[config.mk]
export PLATFORM = sky130hd
export DESIGN_NAME = ccm_front
export DESIGN_NICKNAME = d
export VERILOG_FILES = /design/src/rtl/ccm_pkg.sv /design/src/rtl/ccm_hash.sv /design/src/rtl/ccm_front.sv
export SDC_FILE = /design/constraint.sdc
export NUM_CORES = 1
export LEC_CHECK = 0
export BUFFER_PORTS_ARGS = -buffer_cell sky130_fd_sc_hd__buf_2
export CAP_MARGIN = 30
export CELL_PAD_IN_SITES_DETAIL_PLACEMENT = 1
export CELL_PAD_IN_SITES_GLOBAL_PLACEMENT = 2
export CORE_MARGIN = 2
export CORE_UTILIZATION = 43
export CTS_CLUSTER_SIZE = 20
export DETAILED_ROUTE_END_ITERATION = 12
export PLACE_DENSITY = 0.95
export RECOVER_POWER = 50
export SYNTH_ARGS = -nofsm -noshare
export SYNTH_HDL_FRONTEND = slang
export SYNTH_SLANG_ARGS = --single-unit
[constraint.sdc]
create_clock -name clk -period 22.7 [get_ports clk]
set_input_delay 3.405 -clock clk [delete_from_list [all_inputs] [get_ports clk]]
set_output_delay 3.405 -clock clk [all_outputs]
set_load 0.02 [all_outputs]
[src/rtl/ccm_pkg.sv]
// ccm_pkg: shared types, codes and hash constants for the chunk coordinate hash map.
// Used by every module in rtl/; depends on nothing.
package ccm_pkg;

	localparam int SLOT_COUNT_DEF = 64;

	localparam logic [31:0] FNV_BASIS = 32'd2166136261;
	localparam logic [31:0] FNV_PRIME = 32'd16777619;
	localparam logic [31:0] MIX_C1    = 32'h7feb352d;
	localparam logic [31:0] MIX_C2    = 32'h846ca68b;

	localparam logic [1:0] CMD_LOOKUP = 2'd0;
	localparam logic [1:0] CMD_INSERT = 2'd1;
	localparam logic [1:0] CMD_REMOVE = 2'd2;
	localparam logic [1:0] CMD_UNUSED = 2'd3;

	localparam logic [2:0] ST_FOUND     = 3'd0;
	localparam logic [2:0] ST_INSERTED  = 3'd1;
	localparam logic [2:0] ST_NOT_FOUND = 3'd2;
	localparam logic [2:0] ST_REMOVED   = 3'd3;
	localparam logic [2:0] ST_FULL      = 3'd4;

	typedef struct packed {
		logic [1:0]  cmd;
		logic [31:0] kx;
		logic [31:0] ky;
		logic [31:0] kz;
		logic [15:0] hd;
	} req_t;

	typedef struct packed {
		logic        valid;
		logic [31:0] kx;
		logic [31:0] ky;
		logic [31:0] kz;
		logic [15:0] hd;
	} entry_t;

endpackage

[src/rtl/ccm_hash.sv]
// ccm_hash: iterative FNV-1a plus xorshift-multiply finalizer, one 32x32 multiply per cycle.
// Depends on ccm_pkg.
module ccm_hash import ccm_pkg::*; #(
	parameter int IDX_W = $clog2(SLOT_COUNT_DEF)
) (
	input  logic             clk,
	input  logic             arst_n,
	input  logic             start,
	input  logic [31:0]      kx,
	input  logic [31:0]      ky,
	input  logic [31:0]      kz,
	output logic             done,
	output logic [IDX_W-1:0] slot
);

	logic [31:0] h_q;
	logic [2:0]  step_q;
	logic        run_q;
	logic        done_q;
	logic [31:0] op_a;
	logic [31:0] op_b;
	logic [31:0] prod;
	logic [31:0] fin;

	// keys are sampled in the run cycles, so the caller holds them stable
	always_comb begin
		case (step_q)
			3'd0: begin op_a = FNV_BASIS ^ kx; op_b = FNV_PRIME; end
			3'd1: begin op_a = h_q ^ ky; op_b = FNV_PRIME; end
			3'd2: begin op_a = h_q ^ kz; op_b = FNV_PRIME; end
			3'd3: begin op_a = h_q ^ (h_q >> 16); op_b = MIX_C1; end
			default: begin op_a = h_q ^ (h_q >> 15); op_b = MIX_C2; end
		endcase
		prod = op_a * op_b;
		fin  = h_q ^ (h_q >> 16);
	end

	always_ff @(posedge clk or negedge arst_n) begin
		if (!arst_n) begin
			run_q  <= 1'b0;
			step_q <= 3'd0;
			done_q <= 1'b0;
		end else begin
			done_q <= 1'b0;
			if (start) begin
				run_q  <= 1'b1;
				step_q <= 3'd0;
			end else if (run_q) begin
				step_q <= step_q + 3'd1;
				if (step_q == 3'd4) begin
					run_q  <= 1'b0;
					done_q <= 1'b1;
				end
			end
		end
	end

	always_ff @(posedge clk) begin
		if (run_q && !start)
			h_q <= prod;
	end

	assign done = done_q;
	assign slot = fin[IDX_W-1:0];

endmodule

[src/rtl/ccm_front.sv]
// ccm_front: takes command beats, hashes the key to its home slot, queues the request.
// Depends on ccm_pkg and ccm_hash.
module ccm_front import ccm_pkg::*; #(
	parameter int IDX_W = $clog2(SLOT_COUNT_DEF)
) (
	input  logic             clk,
	input  logic             arst_n,
	input  logic             start,
	output logic             busy,
	input  logic             clearing,
	input  req_t             req_in,
	output logic             push,
	output req_t             req_out,
	output logic [IDX_W-1:0] home_out,
	input  logic             q_full
);

	typedef enum logic [1:0] {F_IDLE, F_HASH, F_PUSH} fstate_t;

	fstate_t          state_q;
	req_t             req_q;
	logic [IDX_W-1:0] home_q;
	logic             hstart;
	logic             hdone;
	logic [IDX_W-1:0] hslot;

	assign busy     = (state_q != F_IDLE) || clearing;
	assign hstart   = start && !busy;
	assign push     = (state_q == F_PUSH) && !q_full;
	assign req_out  = req_q;
	assign home_out = home_q;

	ccm_hash #(.IDX_W(IDX_W)) u_hash (
		.clk(clk), .arst_n(arst_n), .start(hstart),
		.kx(req_q.kx), .ky(req_q.ky), .kz(req_q.kz),
		.done(hdone), .slot(hslot)
	);

	always_ff @(posedge clk or negedge arst_n) begin
		if (!arst_n) begin
			state_q <= F_IDLE;
		end else begin
			unique case (state_q)
				F_IDLE: if (hstart) state_q <= F_HASH;
				F_HASH: if (hdone) state_q <= F_PUSH;
				F_PUSH: if (!q_full) state_q <= F_IDLE;
				default: state_q <= F_IDLE;
			endcase
		end
	end

	always_ff @(posedge clk) begin
		if (hstart)
			req_q <= req_in;
		if (hdone)
			home_q <= hslot;
	end

endmodule

; ---- Word level (Yosys, flattened, before mapping)
; Cells that the tools add are included.
[totals]
mem_bits_ro = 0
latchBits = 0
register_bits = 159
input_bits = 119
mem_bits_rw = 0
wordCells = 54
memories = 0
[op_classes]
n_mul = 1
muxes = 14
reduce_logical = 13
n_lt_le_gt_ge = 0
eq_ne = 9
addsub = 1
shifts = 0
div_mod_pow = 0
n_bitwise = 5
[ops]
columns = operator, count
row1 = 32-bit case mux with 4 select lines, 1
row2 = 32-bit case mux with 2 select lines, 1
row3 = 32-bit bitwise XOR, 2
row4 = 32-bit by 32-bit multiplier with 32-bit output, 1
row5 = 32-bit by 16-bit bitwise XOR with 32-bit output, 1
row6 = 32-bit by 17-bit bitwise XOR with 32-bit output, 1
row7 = 14-bit NOT, 1
row8 = "3-bit by 2-bit equality test with 1-bit output, second input constant", 2
row9 = 1-bit two-way mux, 6
row10 = 2-bit two-way mux, 3
row11 = 3-bit two-way mux, 2
row12 = 2-bit case mux with 3 select lines, 1
row13 = "2-bit by 1-bit inequality test with 1-bit output, second input constant", 2
row14 = 2-bit nonzero test, 2
row15 = "3-bit by 1-bit adder with 3-bit output, second input constant", 1
row16 = "3-bit by 1-bit equality test with 1-bit output, second input constant", 1
row17 = "3-bit equality test, second input constant", 1
row18 = 1-bit logical AND, 3
row19 = 1-bit logical NOT, 3
row20 = 3-bit logical NOT, 1
row21 = 3-bit AND reduction, 1
row22 = 3-bit OR reduction, 1
row23 = "2-bit by 1-bit equality test with 1-bit output, second input constant", 1
row24 = "2-bit equality test, second input constant", 1
row25 = 3 further kinds, 3

; ---- Logic depth before layout (Yosys ltp)
[depth]
depth_word = 6
mapped_depth = 40
ltp_nobuf = 36

; ---- Hierarchy
; From an unflattened synthesis, not the netlist that was laid out.
[unflattened]
cells_unflattened = 1913
area_unflattened_um2 = 19975.4
[modules_own_cells]
columns = mod, seq_area_each_um2, cells_per_inst, n_inst, area_per_inst_um2
row1 = ccm_hash, 1086.0, 1783, 1, 16264.3
row2 = ccm_front, 3653.5, 130, 1, 3711.1

; ---- Worst setup path before layout
; Ideal clock, no wire load.
[synth_timing]
kind = in2reg
startpoint = in clearing
endpoint = reg u_hash.done_q (netlist: u_hash.done)
arrival_time_ns = 12.219
setup_ns = 0.137
required_ns = 22.563
slack_ns = 10.344
n_path_buf = 0
path_stages = 4
cell_sequence = or3_1 nor2_1 nor2b_1 and3_1
[synth_via]
elab_chain_len = 4
[synth_lines]
columns = item, line_no
row1 = from (decl), ccm_front.sv:10  ; input logic clearing,
row2 = 1-bit logical OR, ccm_front.sv:27  ; assign busy = (state_q != F_IDLE) || clearing;
row3 = 1-bit logical NOT, ccm_front.sv:28  ; assign hstart = start && !busy;
row4 = 1-bit logical AND, ccm_front.sv:28
row5 = via hstart, ccm_front.sv:23  ; logic hstart;
row6 = 1-bit two-way mux, ccm_hash.sv:45  ; if (start) begin
row7 = to (signal assigned), ccm_hash.sv:42  ; done_q <= 1'b0;
row8 = to (signal assigned), ccm_hash.sv:44  ; done_q <= 1'b0;
row9 = to (signal assigned), ccm_hash.sv:52  ; done_q <= 1'b1;
row10 = to (decl), ccm_hash.sv:19  ; logic done_q;
; The timed path passes the listed nets, and every way through them passes these cells.
; A chain may end at the register's enable or synchronous reset.

; ---- Final worst setup path
[layout_timing]
startpoint = reg u_hash.step_q[0]
endpoint = reg u_hash.h_q[31] (data pin)
[layout_via]
elab_chain_len = 4
[layout_lines]
columns = item, line_no
row1 = from (decl), ccm_hash.sv:17  ; logic [2:0] step_q;
row2 = from (signal assigned), ccm_hash.sv:49  ; step_q <= step_q + 3'd1;
row3 = "3-bit by 1-bit equality test with 1-bit output, or another cell as far along", ccm_hash.sv:27  ; case (step_q)
row4 = 3-bit OR reduction (no source line), n/a
row5 = 32-bit case mux with 2 select lines, ccm_hash.sv:27
row6 = 32-bit by 32-bit multiplier with 32-bit output *, ccm_hash.sv:34  ; prod = op_a * op_b;
row7 = via u_hash.prod[31], ccm_hash.sv:22  ; logic [31:0] prod;
row8 = to (signal assigned), ccm_hash.sv:60  ; h_q <= prod;
row9 = to (decl), ccm_hash.sv:16  ; logic [31:0] h_q;
; Mark *: on every way through the listed nets, which the timed path passes. The rest lies on a longest branch.

==> reports/metrics.cfg <==
[sta]
fmaxAchievable_ghz = 0.0852
min_period_over_period_pct = 51.7
maxSlewViolCount = 26
worst_slew_pin_slew_ps = 1900
min_period_ps = 11740
fin_worst_skew_ps = 15.3
tns_ps = 0
finalSetupViolations = 0
relSlewSlack_pct = -26.9
hold_viol_final = 0
rsz0062_at_grt = no

[detailed_routing]
drc = 0
dr.first_iter.drc_count = 1215
drtAntennaViolNets = 0
via_per_inst = 5.69
wire_per_inst_um = 27.2
drt-total-wl_um = 74800
drtPass1Iterations = 6
vias = 15600

[critical_path]
crit_fanout = 27
slowest_delay_ps = 1080
arrival_ps = 11930
path_class = register to register
cp_common_cell = fa_1
required_ps = 22890
slowest_stage = clkbuf_1
endpoint_kind = register
crit_path_start_kind = register

[clock_tree]
cts_resized = 0
clockRootBuffer = clkbuf_16
cts_sinks = 159
cts-hold-fix-buffers = 0
clkLatencyLatePin_ps = 460
htreeDepth = 4
cts_buffers = 17
cts_tree = yes
clockBufferDepth = 2
path_clk_slew_ps = 70
post_cts_buffers = 0

[logic_synthesis]
synth_seq_cells = 159
netlist_instances = 1901
async_flop_share_pct = 4.40
netlist.area_leader.share_pct = 31.1
synth.distinct_cells = 82
yosysTopAreaCell = fa_1
ys.flop_type = edfxtp_1
avgSynthCellArea_um2 = 10.5
synth_area_um2 = 19900
yosysSeqAreaShare_pct = 23.8
synth_edf_count = 152
yosysWarnings = 0
ys_top_cells_by_area = fa_1 (31%), edfxtp_1 (23%), ha_1 (12%)

[place]
io_buffers = 240
gp_congestion = 0.992
dpl.hpwl_um = 62100

[grt]
grt_max_degree = 70
grt_pass1_wl_um = 113000
grt-ovfl-total = 0
grt_pass1_vias = 17700
antenna_found_initial = 0
grt_usage_pct = 32.5

[layout]
fin_nets = 2756
drive_gt1_share_pct = 12.1
final_common_cell = inv_1
antennaDiodeCount = 0
most-common-layout-cells = inv_1 (409), fa_1 (310), ha_1 (191)
synthToLayoutAreaGrowth_pct = 12.6

[floorplan]
start_util_pct = 43.7
die_h_um = 219
coreArea_um2 = 45600
io_pins = 241
num_rows = 78
die_w_um = 219
die-area_um2 = 48100

[min_path]
hp-class = register to register

[outcome]
status = complete, but fails checks
violations = max-capacitance violations, max-slew violations

[flow_run]
drv_cap = 1

==> worst max-delay path: cells and delay by family (launching register included) <==
kind	cells	cell delay, ps
simple gates	6	1340
flops	1	440
compound gates	7	2020
fa+ha+maj	10	4360
mux	1	240
xor+xnor	2	620
buf+inv	7	2450
==> layout make-up <==
type                       count  area (um^2)
fill                        5071        23100
multi-input combinational   1274        13400
sequential                   159         4740
inverter                     415         1560
timing repair buffer         268         1320
tap                          600          751
clock buffer                  18          429
clock inverter                14          221
==> logic make-up (layout without fill, tap and decap cells) <==
family	after synthesis	in the layout	share of synthesized area, %
AOI/OAI and AO/OA	270	270	9.01
xor gates and xnor gates	125	125	5.71
adders and majority gates	502	502	43.2
buffers and inverters	472	715	9.08
DFF	159	159	23.8
muxes	25	25	1.34
other	1	5	0.0188
and+or+nand+nor	347	347	7.88
==> metrics by stage <==
step	hold slack, ps	setup WS (ps)	cell area, um^2	instances	utilization, %
CTS	646	12210	22500	2746	49.4
global route	671	10420	22400	2748	49.3
floorplan	500	10340	19900	1905	-
detailed placement	581	12280	21900	2714	48.0
global placement	536	12560	21900	2714	48.0
finish	645	10960	22400	2748	49.3
==> synthesized netlist by cell type (5+ instances only) <==
cell and n:
a221o_1 6, fa_1 310, and3_1 7, a211oi_1 8, dfrtp_1 7, o21ai_0 56
o221ai_1 8, clkbuf_1 41, buf_2 6, nor3_1 15, o21a_1 7, edfxtp_1 152
a221oi_1 5, o21ai_1 5, mux2i_1 21, nand3_1 12, or3_1 7, and2_1 19
xor2_1 38, nand2b_1 18, nor2_1 130, a31oi_1 8, xnor2_1 83, nand2_1 110
buf_1 6, o21bai_1 9, a21o_1 20, inv_1 409, nor2b_1 8, ha_1 192
o22ai_1 8, a21oi_1 80
==> registers in the layout, indices dropped and copies added (netlist names) <==
signal / flops
u_hash.step_q: 3
u_hash.done: 1
req_out: 114
state_q: 2
u_hash.h_q: 32
u_hash.run_q: 1
home_out: 6
==> per-layer routing <==
| layer | global-route usage [%] | vias to the layer above | share of wire, % |
|---|---|---|---|
| met5 | 0 | - | 0 |
| met4 | 19.0 | 0 | 6.7 |
| met3 | 5.60 | 218 | 7.7 |
| met2 | 54.6 | 861 | 48 |
| met1 | 39.2 | 7989 | 37 |
| li1 | - | 6578 | - |
==> path summary, 6_finish.rpt <==
kind / start / end / slack, ps / cells after the start
worst max-delay path: u_hash.step_q[0] / u_hash.h_q[31] / 10960 / 33
worst min-delay path: state_q[1] / state_q[1] / 650 / 2
worst max register to register: u_hash.step_q[0] / u_hash.h_q[31] / 10960 / 33
worst min register to register: state_q[1] / state_q[1] / 650 / 2
max in group asynchronous: arst_n / u_hash.run_q / 19560 / 1
min in group asynchronous: arst_n / u_hash.step_q[0] / 2850 / 1
Power is not shown: default switching activity piles up to over one toggle a cycle in this logic, so the estimate is an artifact.
