===== src/rtl/ccm_pkg.sv =====
// ccm_pkg: shared types, codes and hash constants for the chunk coordinate hash map.
// Used by every module in rtl/; depends on nothing.
package ccm_pkg;

	localparam int SLOT_COUNT_DEF = 64;

	localparam logic [31:0] FNV_BASIS = 32'd2166136261;
	localparam logic [31:0] FNV_PRIME = 32'd16777619;
	localparam logic [31:0] MIX_C1    = 32'h7feb352d;
	localparam logic [31:0] MIX_C2    = 32'h846ca68b;

	localparam logic [1:0] CMD_LOOKUP = 2'd0;
	localparam logic [1:0] CMD_INSERT = 2'd1;
	localparam logic [1:0] CMD_REMOVE = 2'd2;
	localparam logic [1:0] CMD_UNUSED = 2'd3;

	localparam logic [2:0] ST_FOUND     = 3'd0;
	localparam logic [2:0] ST_INSERTED  = 3'd1;
	localparam logic [2:0] ST_NOT_FOUND = 3'd2;
	localparam logic [2:0] ST_REMOVED   = 3'd3;
	localparam logic [2:0] ST_FULL      = 3'd4;

	typedef struct packed {
		logic [1:0]  cmd;
		logic [31:0] kx;
		logic [31:0] ky;
		logic [31:0] kz;
		logic [15:0] hd;
	} req_t;

	typedef struct packed {
		logic        valid;
		logic [31:0] kx;
		logic [31:0] ky;
		logic [31:0] kz;
		logic [15:0] hd;
	} entry_t;

endpackage


===== src/rtl/ccm_queue.sv =====
// ccm_queue: two-entry FIFO between the front end and the table engine.
// Depends on ccm_pkg.
module ccm_queue import ccm_pkg::*; #(
	parameter int DW = 8
) (
	input  logic          clk,
	input  logic          arst_n,
	input  logic          push,
	input  logic [DW-1:0] din,
	output logic          full,
	input  logic          pop,
	output logic [DW-1:0] dout,
	output logic          empty
);

	localparam int DEPTH = 2;

	logic [DW-1:0] mem_q [DEPTH];
	logic          wp_q;
	logic          rp_q;
	logic [1:0]    cnt_q;

	assign full  = (cnt_q == 2'(DEPTH));
	assign empty = (cnt_q == 2'd0);
	assign dout  = mem_q[rp_q];

	always_ff @(posedge clk or negedge arst_n) begin
		if (!arst_n) begin
			wp_q  <= 1'b0;
			rp_q  <= 1'b0;
			cnt_q <= 2'd0;
		end else begin
			if (push && !full)
				wp_q <= ~wp_q;
			if (pop && !empty)
				rp_q <= ~rp_q;
			if ((push && !full) && !(pop && !empty))
				cnt_q <= cnt_q + 2'd1;
			else if (!(push && !full) && (pop && !empty))
				cnt_q <= cnt_q - 2'd1;
		end
	end

	always_ff @(posedge clk) begin
		if (push && !full)
			mem_q[wp_q] <= din;
	end

endmodule


===== config.mk =====
export PLATFORM = sky130hd
export DESIGN_NAME = ccm_queue
export DESIGN_NICKNAME = d
export VERILOG_FILES = /design/src/rtl/ccm_pkg.sv /design/src/rtl/ccm_queue.sv
export SDC_FILE = /design/constraint.sdc
export NUM_CORES = 1
export LEC_CHECK = 0
export ABC_AREA = 1
export BUFFER_PORTS_ARGS = -buffer_cell sky130_fd_sc_hd__buf_2
export CORE_MARGIN = 3
export CORE_UTILIZATION = 44
export CTS_CLUSTER_DIAMETER = 40
export DETAILED_ROUTE_END_ITERATION = 12
export GPL_TIMING_DRIVEN = 0
export PLACE_DENSITY = 0.74
export SETUP_SLACK_MARGIN = 0.15
export SYNTH_ARGS = -nofsm -noshare
export SYNTH_HDL_FRONTEND = slang
export SYNTH_SLANG_ARGS = --single-unit

===== constraint.sdc =====
create_clock -name clk -period 1.35 [get_ports clk]
set_clock_uncertainty 0.1 [all_clocks]
set_input_delay 0 -clock clk [delete_from_list [all_inputs] [get_ports clk]]
set_output_delay 0 -clock clk [all_outputs]
set_load 0.01 [all_outputs]

# ---- Word level (Yosys, flattened, before mapping)
# Memories as Yosys holds them, arrays and structs flattened.
# Cells that the tools add are included.
dict set report word_totals {
  register_bits 4
  out_inout_bits 10
  mem_bits_rw 16
  mem_count 1
}
dict set report op_classes {
  addsub 2
  n_mux 4
  n_reduce_logical 10
  bitwise 2
  n_eq_ne 1
}
# name words word_bits read_ports rd_clocked_by_memory_dff wr line
set mem_list {}
lappend mem_list {mem_q 2 8 1 0 1 ccm_queue.sv:18} ;# logic [DW-1:0] mem_q [DEPTH];
# cell n
set op_table {}
lappend op_table {{$logic_and A1 B1 Y1} 4}
lappend op_table {{$logic_not A1 Y1} 4}
lappend op_table {{$mux W2} 2}
lappend op_table {{$add A2 B1 Y2 const B} 1}
lappend op_table {{$eq A2 B2 Y1 const B} 1}
lappend op_table {{$logic_not A2 Y1} 1}
lappend op_table {{$mux W1} 2}
lappend op_table {{$not A1 Y1} 2}
lappend op_table {{$reduce_bool A2 Y1} 1}
lappend op_table {{$sub A2 B1 Y2 const B} 1}

# ---- Logic depth before layout (Yosys ltp)
# Gate-level depths: netlist of the first run.
dict set report logic_depth {
  depth_word 7
  mapped_depth 9
}

# ---- Worst setup path before layout of the first run
# OpenSTA, ideal clock, no wires.
dict set report synth_timing {
  path_type {register -> register}
  start {reg cnt_q[0]}
  end {reg cnt_q[1]}
  setup_slack_ns -0.092
  synth_period_minus_slack_ns 1.442
  arrival_time_ns 1.225
  stages_incl_launch_ff 8
  cell_sequence {dfrtp_1 nor2_2 nor2_4 ha_1 inv_1 nand3_1 nand2_1 nand2_1}
}
dict set report synth_via {
  elab_chain_len 6
  word_cells_on_any_way 15
  classes_between {2 x add/sub; 1 x eq/ne; 2 x mux; 10 x reduce/logical}
}
# item line
set synth_lines {}
lappend synth_lines {{start: declaration} ccm_queue.sv:21} ;# logic [1:0] cnt_q;
lappend synth_lines {{start signal: assignment} ccm_queue.sv:38} ;# cnt_q <= cnt_q + 2'd1;
lappend synth_lines {{start signal: assignment} ccm_queue.sv:40} ;# cnt_q <= cnt_q - 2'd1;
lappend synth_lines {{$eq A2 B2 Y1 *} ccm_queue.sv:23} ;# assign full = (cnt_q == 2'(DEPTH));
lappend synth_lines {{via full} ccm_queue.sv:10} ;# output logic full,
lappend synth_lines {{$logic_not A1 Y1 *} {ccm_queue.sv:37, ccm_queue.sv:39}}
lappend synth_lines {{$logic_and A1 B1 Y1 *} {ccm_queue.sv:37, ccm_queue.sv:39}}
lappend synth_lines {{$logic_not A1 Y1} ccm_queue.sv:39} ;# else if (!(push && !full) && (pop && !empty))
lappend synth_lines {{$logic_and A1 B1 Y1} ccm_queue.sv:39}
lappend synth_lines {{$reduce_bool A2 Y1 (no source line)} --}
# The timed path passes the listed nets; every way through them passes the cells marked *. The select of a mux whose other input is x is not followed.
# A chain may end at the register's enable or synchronous reset.

# ---- Worst setup path in the final report of the first run
dict set report layout_timing {
  start {reg cnt_q[1]}
  end {reg cnt_q[1]}
}
dict set report layout_via {
  elab_chain_len 6
  word_cells_on_any_way 15
  classes_between {2 x add/sub; 1 x eq/ne; 2 x mux; 10 x reduce/logical}
}
# item line
set layout_lines {}
lappend layout_lines {{$eq A2 B2 Y1 or $logic_not A2 Y1 (tied branches)} {ccm_queue.sv:23, ccm_queue.sv:24}}
lappend layout_lines {{$logic_not A1 Y1} {ccm_queue.sv:37, ccm_queue.sv:39}}
lappend layout_lines {{$logic_and A1 B1 Y1} {ccm_queue.sv:37, ccm_queue.sv:39}}
lappend layout_lines {{$logic_not A1 Y1, on equally long branches} {ccm_queue.sv:39, ccm_queue.sv:37}}
lappend layout_lines {{$logic_and A1 B1 Y1, on equally long branches} {ccm_queue.sv:39, ccm_queue.sv:37}}
lappend layout_lines {{$reduce_bool A2 Y1 (no source line) or $mux W2 (tied branches)} --}
# Several ways; a longest one is shown, not always the timed one. The select of a mux whose other input is x is not followed.

==> results of run 1 <==
-- worst min-delay path by stage --
stage                      start               endpoint  slack, ns  depth (start not counted)
after CTS                 din[5]  mem_q[1][5]$_DFFE_PP_       0.31                          2
after detailed placement  arst_n   cnt_q[1]$_DFFE_PN0P_      -0.29                          1
after floorplan           arst_n   cnt_q[0]$_DFFE_PN0P_      -0.40                          0
after global routing      din[7]  mem_q[0][7]$_DFFE_PP_       0.30                          2
after global placement    arst_n       wp_q$_DFFE_PN0N_      -0.29                          1
final                     din[1]  mem_q[0][1]$_DFFE_PP_       0.31                          2
-- power by group through the flow --
| stage | clock network (W) | registers (W) | logic [W] |
|---|---|---|---|
| final | 0.000480 | 0.000968 | 0.00128 |
| after global routing | 0.000520 | 0.000990 | 0.00141 |
| after CTS | 0.000483 | 0.000968 | 0.00110 |
| after detailed placement | 0 | 0.000963 | 0.000863 |
| after global placement | 0 | 0.000957 | 0.000828 |
| after floorplan | 0 | 0.000948 | 0.000589 |
-- kinds of logic after synthesis --
logic type	share of synthesized area [%]
buffers and inverters	4.30
adder cells (fa/ha/maj)	1.54
XOR/XNOR	1.08
AND/OR/NAND/NOR	20.6
flip-flops	71.3
AO/OA/AOI/OAI	1.23
-- repair_timing --
item                       CTS  global route
resized for setup           14            11
hold buffers                12             0
hold endpoints to repair    22             0
cloned                       2             0
pin swaps                    1             6
setup endpoints to repair   28            30
setup buffers                4             2
-- critical path, cell delays in order, from the launching register on --
cell and delay (ns):
dfrtp_2 0.44, inv_2 0.09, nor2_4 0.05, nor2_4 0.15, ha_4 0.23, inv_2 0.06, nand3_2 0.05, nand2_1 0.07
nand2_1 0.05
-- state kept, by name, indices dropped and copies added, names as in the netlist --
signal	count
wp_q	1
rp_q	1
mem_q	16
cnt_q	2
-- cell usage in the layout (no fill, tap or decap), types with 2 or more instances in the layout --
master,instances
buf_2,20
buf_4,5
buf_6,4
clkbuf_4,3
dfrtp_1,2
dfrtp_2,2
dlygate4sd3_1,12
edfxtp_1,16
inv_1,4
inv_2,2
nand2_1,24
nand2_2,7
nand2_4,2
nor2_4,3
-- per-stage QoR --
step / TNS, ns / utilization (%) / instance area [sq um] / setup slack, ns
2_1_floorplan: 0 / - / 845 / 0.0411
3_5_place_dp: -0.0993 / 60.1 / 980 / -0.0288
4_1_cts: -0.0761 / 75.7 / 1230 / -0.0160
5_1_grt: -0.689 / 79.3 / 1290 / -0.136
3_3_place_gp: -0.00249 / 60.1 / 980 / -0.00249
6_report: -0.0382 / 79.3 / 1290 / -0.0382
-- routing by layer --
| layer | vias up | track usage (%) |
|---|---|---|
| met1 | 299 | 18.5 |
| met4 | 0 | 6.16 |
| met2 | 24 | 26.5 |
| met5 | - | 0 |
| met3 | 4 | 5.50 |
| li1 | 322 | - |
-- final cells by class --
type                            instances  share of cell area, %
Buffer                                  1                  0.872
Clock buffer                            3                   1.74
Clock inverter                          1                   2.33
Inverter                                8                   3.29
Multi-Input combinational cell         44                   21.1
Sequential cell                        20                   45.2
Tap cell                               24                   2.33
Timing Repair Buffer                   40                   22.6
Timing Repair inverter                  1                  0.581
==> reports/qor.yml, run 1 <==
setup_path:
  cp.required_ns: 1.46
  r2r_slack_ns: -0.04
  r2r_start: "cnt_q[1]$_DFFE_PN0P_"
  path_max_fanout: 3
  crit_start: "cnt_q[1]$_DFFE_PN0P_"
  critPathCapture: "cnt_q[1]$_DFFE_PN0P_"
  endpoint_kind: "flip-flop"
  ff2ff_path_depth: 8
  startpoint_type: "flip-flop"
  r2r_end: "cnt_q[1]$_DFFE_PN0P_"
  arrival_ns: 1.50
  worst-setup-path-type: "flip-flop to flip-flop"
placement:
  dp.cells: 118
  hpwl_um: 1020
  portBuffers: 21
  gp_congestion: 0.699
drt:
  highest_layer: "met4"
  firstDrtPassIters: 4
  wl_per_cell_um: 12.6
  drt_iter0_markers: 21
  ant_nets: 0
  remaining_drc_errors: 0
  drt-met1-wl_um: 753
  dr_wl_met2_um: 898
  vias: 649
  via_per_inst: 4.57
  wl_met3_um: 103
  finalWirelength_um: 1790
yosys:
  netlist_area_sq_um: 815
  synthTopCellsByCount: "nand2_1, edfxtp_1, inv_1"
  yosysUniqueCellTypes: 15
  synthArstFlopShare_pct: 20.0
  yosysWarnings: 0
  synth_top_area_share_pct: 59.0
  synth_edf_count: 16
  ys_seq_elements: 20
  synth_flop_cell: "edfxtp_1"
  synth_top_area_cell: "edfxtp_1"
  syn_area_per_cell_sq_um: 11.2
  seq_area_frac_synth_pct: 71.3
  syn_nets: 86
  post-synth-top-count-cell: "nand2_1"
  yosys-top-cells-area: "edfxtp_1, nand2_1, dfrtp_1, inv_1, ha_1"
  syn_inst: 73
pwr:
  power_leakage_nw: 0.579
  vdd_ir_drop_max_uv: 1480
  p_int_w: 0.00174
  p_total_w: 0.00273
  sequentialPowerShare_pct: 35.4
  clock_power_share_pct: 17.6
  p_comb_share_pct: 47.0
  power_density_mw_per_mm2: 2120
  netSwitchingFraction_pct: 36.2
  switchingPower_w: 0.000988
worst_hold_path:
  hold_class: "input pin to flip-flop"
global_routing:
  gr-total-overflow: 0
  grt_start_max_net_pins: 13
  grt_pass1_vias: 675
  antenna_found_initial: 0
  grt_pass1_wl_um: 2930
  track_usage_pct: 15.8
sta:
  holdWs_ns: 0.314
  relSlewSlack_pct: 80.1
  layout_worst_path_cycle_share_pct: 103
  finalHoldViolCount: 0
  max_freq_mhz: 720
  drv_slew: 0
  min_period_ns: 1.39
  setup_violations: 1
  rsz0062_at_grt: "true"
  worst_slack_ns: -0.0382
  worst_slew_pin_slew_ns: 0.296
finish:
  multi_input_area_sq_um: 273
  drive_gt1_share_pct: 46.6
  area_delta_synth_final_pct: 58.5
  final_cells: 142
  seqCellArea_sq_um: 583
  fill_cells: 96
  antennaDiodeCount: 0
  finalNetCount: 132
clock_tree:
  cts_tree: "yes"
  clk_pin_slew_ns: 0.12
  cts-root-buf: "clkbuf_4"
  clk_latency_ns: 0.31
  cts_made_buffers: 3
  htree_levels: 1
  clock-sinks: 20
  clk_path_buf_depth: 2
run_status:
  violations: "negative setup slack"
  status: "finished with violations"
floorplanning:
  boundaryPins: 22
  die_y_um: 49.0
  rows: 14
  core_sq_mm: 0.00163
  dieArea_sq_mm: 0.00240
  die_x_um: 49.0
  initial_core_util_pct: 50.0
run:
  cap_viol_max_count: 0
(Power assumes the default switching activity.)
==> inputs of run 2 (changes only) <==
--- a/config.mk
+++ b/config.mk
@@ -8,11 +8,11 @@
 export ABC_AREA = 1
 export BUFFER_PORTS_ARGS = -buffer_cell sky130_fd_sc_hd__buf_2
 export CORE_MARGIN = 3
-export CORE_UTILIZATION = 44
+export CORE_UTILIZATION = 49
 export CTS_CLUSTER_DIAMETER = 40
 export DETAILED_ROUTE_END_ITERATION = 12
 export GPL_TIMING_DRIVEN = 0
-export PLACE_DENSITY = 0.74
+export PLACE_DENSITY = 0.78
 export SETUP_SLACK_MARGIN = 0.15
 export SYNTH_ARGS = -nofsm -noshare
 export SYNTH_HDL_FRONTEND = slang
==> constraint.sdc (replaced) <==
create_clock -name clk -period 1.3 [get_ports clk]
set_clock_uncertainty 0.1 [all_clocks]
set_input_delay 0.325 -clock clk [delete_from_list [all_inputs] [get_ports clk]]
set_output_delay 0.325 -clock clk [all_outputs]
set_load 0.01 [all_outputs]
==> reports/qor.yml, run 2 (synthesis results as in run 1) <==
sta:
  relSlewSlack_pct: 82.6  # +2.5 points
  layout_worst_path_cycle_share_pct: 122
  setup-tns-final_ns: -3.27  # -3.23 ns
  setup_violations: 28  # +27
  rsz0062_at_grt: "true"
  drv_slew: 0  # unchanged
  finalHoldViolCount: 0  # unchanged
  min_period_ns: 1.59
  worst_slew_pin_slew_ns: 0.260  # -0.0365 ns
  max_freq_mhz: 630
  worst_slack_ns: -0.286  # -0.248 ns
run_status:
  status: "finished with violations"
  violations: "negative setup slack"
global_routing:
  top_usage_layer: "met2"
  grt_pass1_wl_um: 2400  # -18%
  grt_start_max_net_pins: 12  # -1
  track_usage_pct: 16.1  # +0.34 points
  antenna_found_initial: 0  # unchanged
  met1_usage_pct: 18.0  # -0.47 points
  gr-total-overflow: 0  # unchanged
  met3_usage_pct: 3.45  # -2.1 points
  grt_pass1_vias: 594  # -12%
  use_met2_pct: 30.1  # +3.6 points
clock_tree:
  cts-root-buf: "clkbuf_4"
  cts_tree: "yes"
  cts_made_buffers: 3  # unchanged
  clk_latency_ns: 0.29  # -0.02 ns
  clock-sinks: 20  # unchanged
  clk_path_buf_depth: 2  # unchanged
  clk_pin_slew_ns: 0.11  # about the same
  htree_levels: 1  # unchanged
drt:
  via_per_inst: 4.92  # +7.6%
  firstDrtPassIters: 4  # unchanged
  vias: 615  # -5.2%
  drt_iter0_markers: 10  # -52%
  remaining_drc_errors: 0  # unchanged
  finalWirelength_um: 1650  # -8.1%
  wl_per_cell_um: 13.2  # +4.4%
  ant_nets: 0  # unchanged
finish:
  top_regs: "mem_q (16), cnt_q (2)"
  layout_commonest_cell: "nand2_1"
  antennaDiodeCount: 0  # unchanged
  drive_gt1_share_pct: 48.6  # +2.0 points
  area_delta_synth_final_pct: 41.5
  largest_reg_flops: 16  # unchanged
  final_cell_mix: "nand2_1, buf_2, edfxtp_1"
  finalNetCount: 123  # -6.8%
  fill_cells: 116  # +21%
  final_cell_area_sq_mm: 0.00115  # -11%
  seqCellArea_sq_um: 583  # unchanged
  multi_input_area_sq_um: 269  # -1.4%
  largest-register: "mem_q"
run:
  cap_viol_max_count: 0  # unchanged
setup_path:
  arrival_ns: 1.16  # -0.34 ns
  worst-setup-path-type: "flip-flop to primary output"
  cp.required_ns: 0.88  # -0.58 ns
  path_max_fanout: 6  # +3
  endpoint_kind: "primary output"
  startpoint_type: "flip-flop"
pwr:
  power_leakage_nw: 0.526  # -9.2%
  vdd_ir_drop_max_uv: 1240  # -16%
  power_density_mw_per_mm2: 2260  # +7.0%
  p_total_w: 0.00261  # -4.5%
placement:
  portBuffers: 21  # unchanged
  dpl_cell_area_sq_um: 972  # -0.77%
  gp_congestion: 0.708  # +1.2%
  hpwl_um: 1030  # +0.91%
floorplanning:
  rows: 14  # unchanged
  die_y_um: 46.8  # -4.6%
  core_sq_mm: 0.00154  # -5.4%
  dieArea_sq_mm: 0.00219  # -9.0%
  initial_core_util_pct: 52.8  # +2.8 points
  boundaryPins: 22  # unchanged
  die_x_um: 46.8  # -4.6%
worst_hold_path:
  hold_class: "input pin to flip-flop"
run 2: cell types whose count changed in the layout (fill, tap and decap cells not counted), sizes merged:
cell	delta
clkinv	+1
buf	+2
bufinv	-1
dlygate4sd3	-11
run 2: metrics by stage:
stage | util, % | setup WS (ns) | hold slack [ns] | std cells
4_1_cts | 73.0 | -0.288 | 0.110 | 124
3_5_place_dp | 63.1 | -0.0947 | 0.0356 | 110
3_3_place_gp | 63.1 | -0.0667 | 0.0314 | 110
5_1_grt | 74.8 | -0.365 | 0.0991 | 125
2_1_floorplan | - | -0.00892 | -0.0706 | 73
6_report | 74.8 | -0.286 | 0.114 | 125
run 2: critical path, cell delays in order, from the launching register on:
cell and delay [ns]:
dfrtp_1 0.37, buf_6 0.14, clkinvlp_4 0.11, nand2_1 0.08
nand2_1 0.04, buf_2 0.13
run 2: final timing paths:
path	cells past startpoint	to	from	slack (ns)
min	1	mem_q[1][3]$_DFFE_PP_	din[3]	0.11
min in group asynchronous	2	cnt_q[1]$_DFFE_PN0P_	arst_n	0.26
max reg2reg	8	cnt_q[1]$_DFFE_PN0P_	cnt_q[1]$_DFFE_PN0P_	-0.14
min reg2reg	2	wp_q$_DFFE_PN0N_	wp_q$_DFFE_PN0N_	0.42
max in group asynchronous	2	cnt_q[0]$_DFFE_PN0P_	arst_n	0.71
max	5	dout[6]	rp_q$_DFFE_PN0P_	-0.29
run 2: cell type report:
type,instances,share of cell area [%]
flip-flops and latches,20,50.6
multi-input cells,44,23.3
repair buffers,31,17.2
inverters,8,3.26
clock buffers,3,1.95
well taps,16,1.74
plain buffers,1,0.977
repair inverters,1,0.651
clock inverters,1,0.326
run 2: metal layers:
layer	up-vias	wire length [um]
li1	307	-
met4	0	0
met5	-	0
met2	24	883
met3	0	102
met1	284	659
run 2: where the power goes:
group	internal [W]	switching (W)	leakage, nW
combinational	0.000600	0.000713	0.316
sequential	0.000896	0.000114	0.195
clock	0.000112	0.000174	0.0154
run 2: timing repair:
item / 4_1_cts / 5_1_grt
pin swaps: 8 / 7
hold buffers: 1 / 0
endpoints found under the hold margin: 4 / 0
gates cloned: 2 / 0
setup buffers: 7 / 1
gates resized for setup: 13 / 7
setup endpoints to repair: 28 / 30
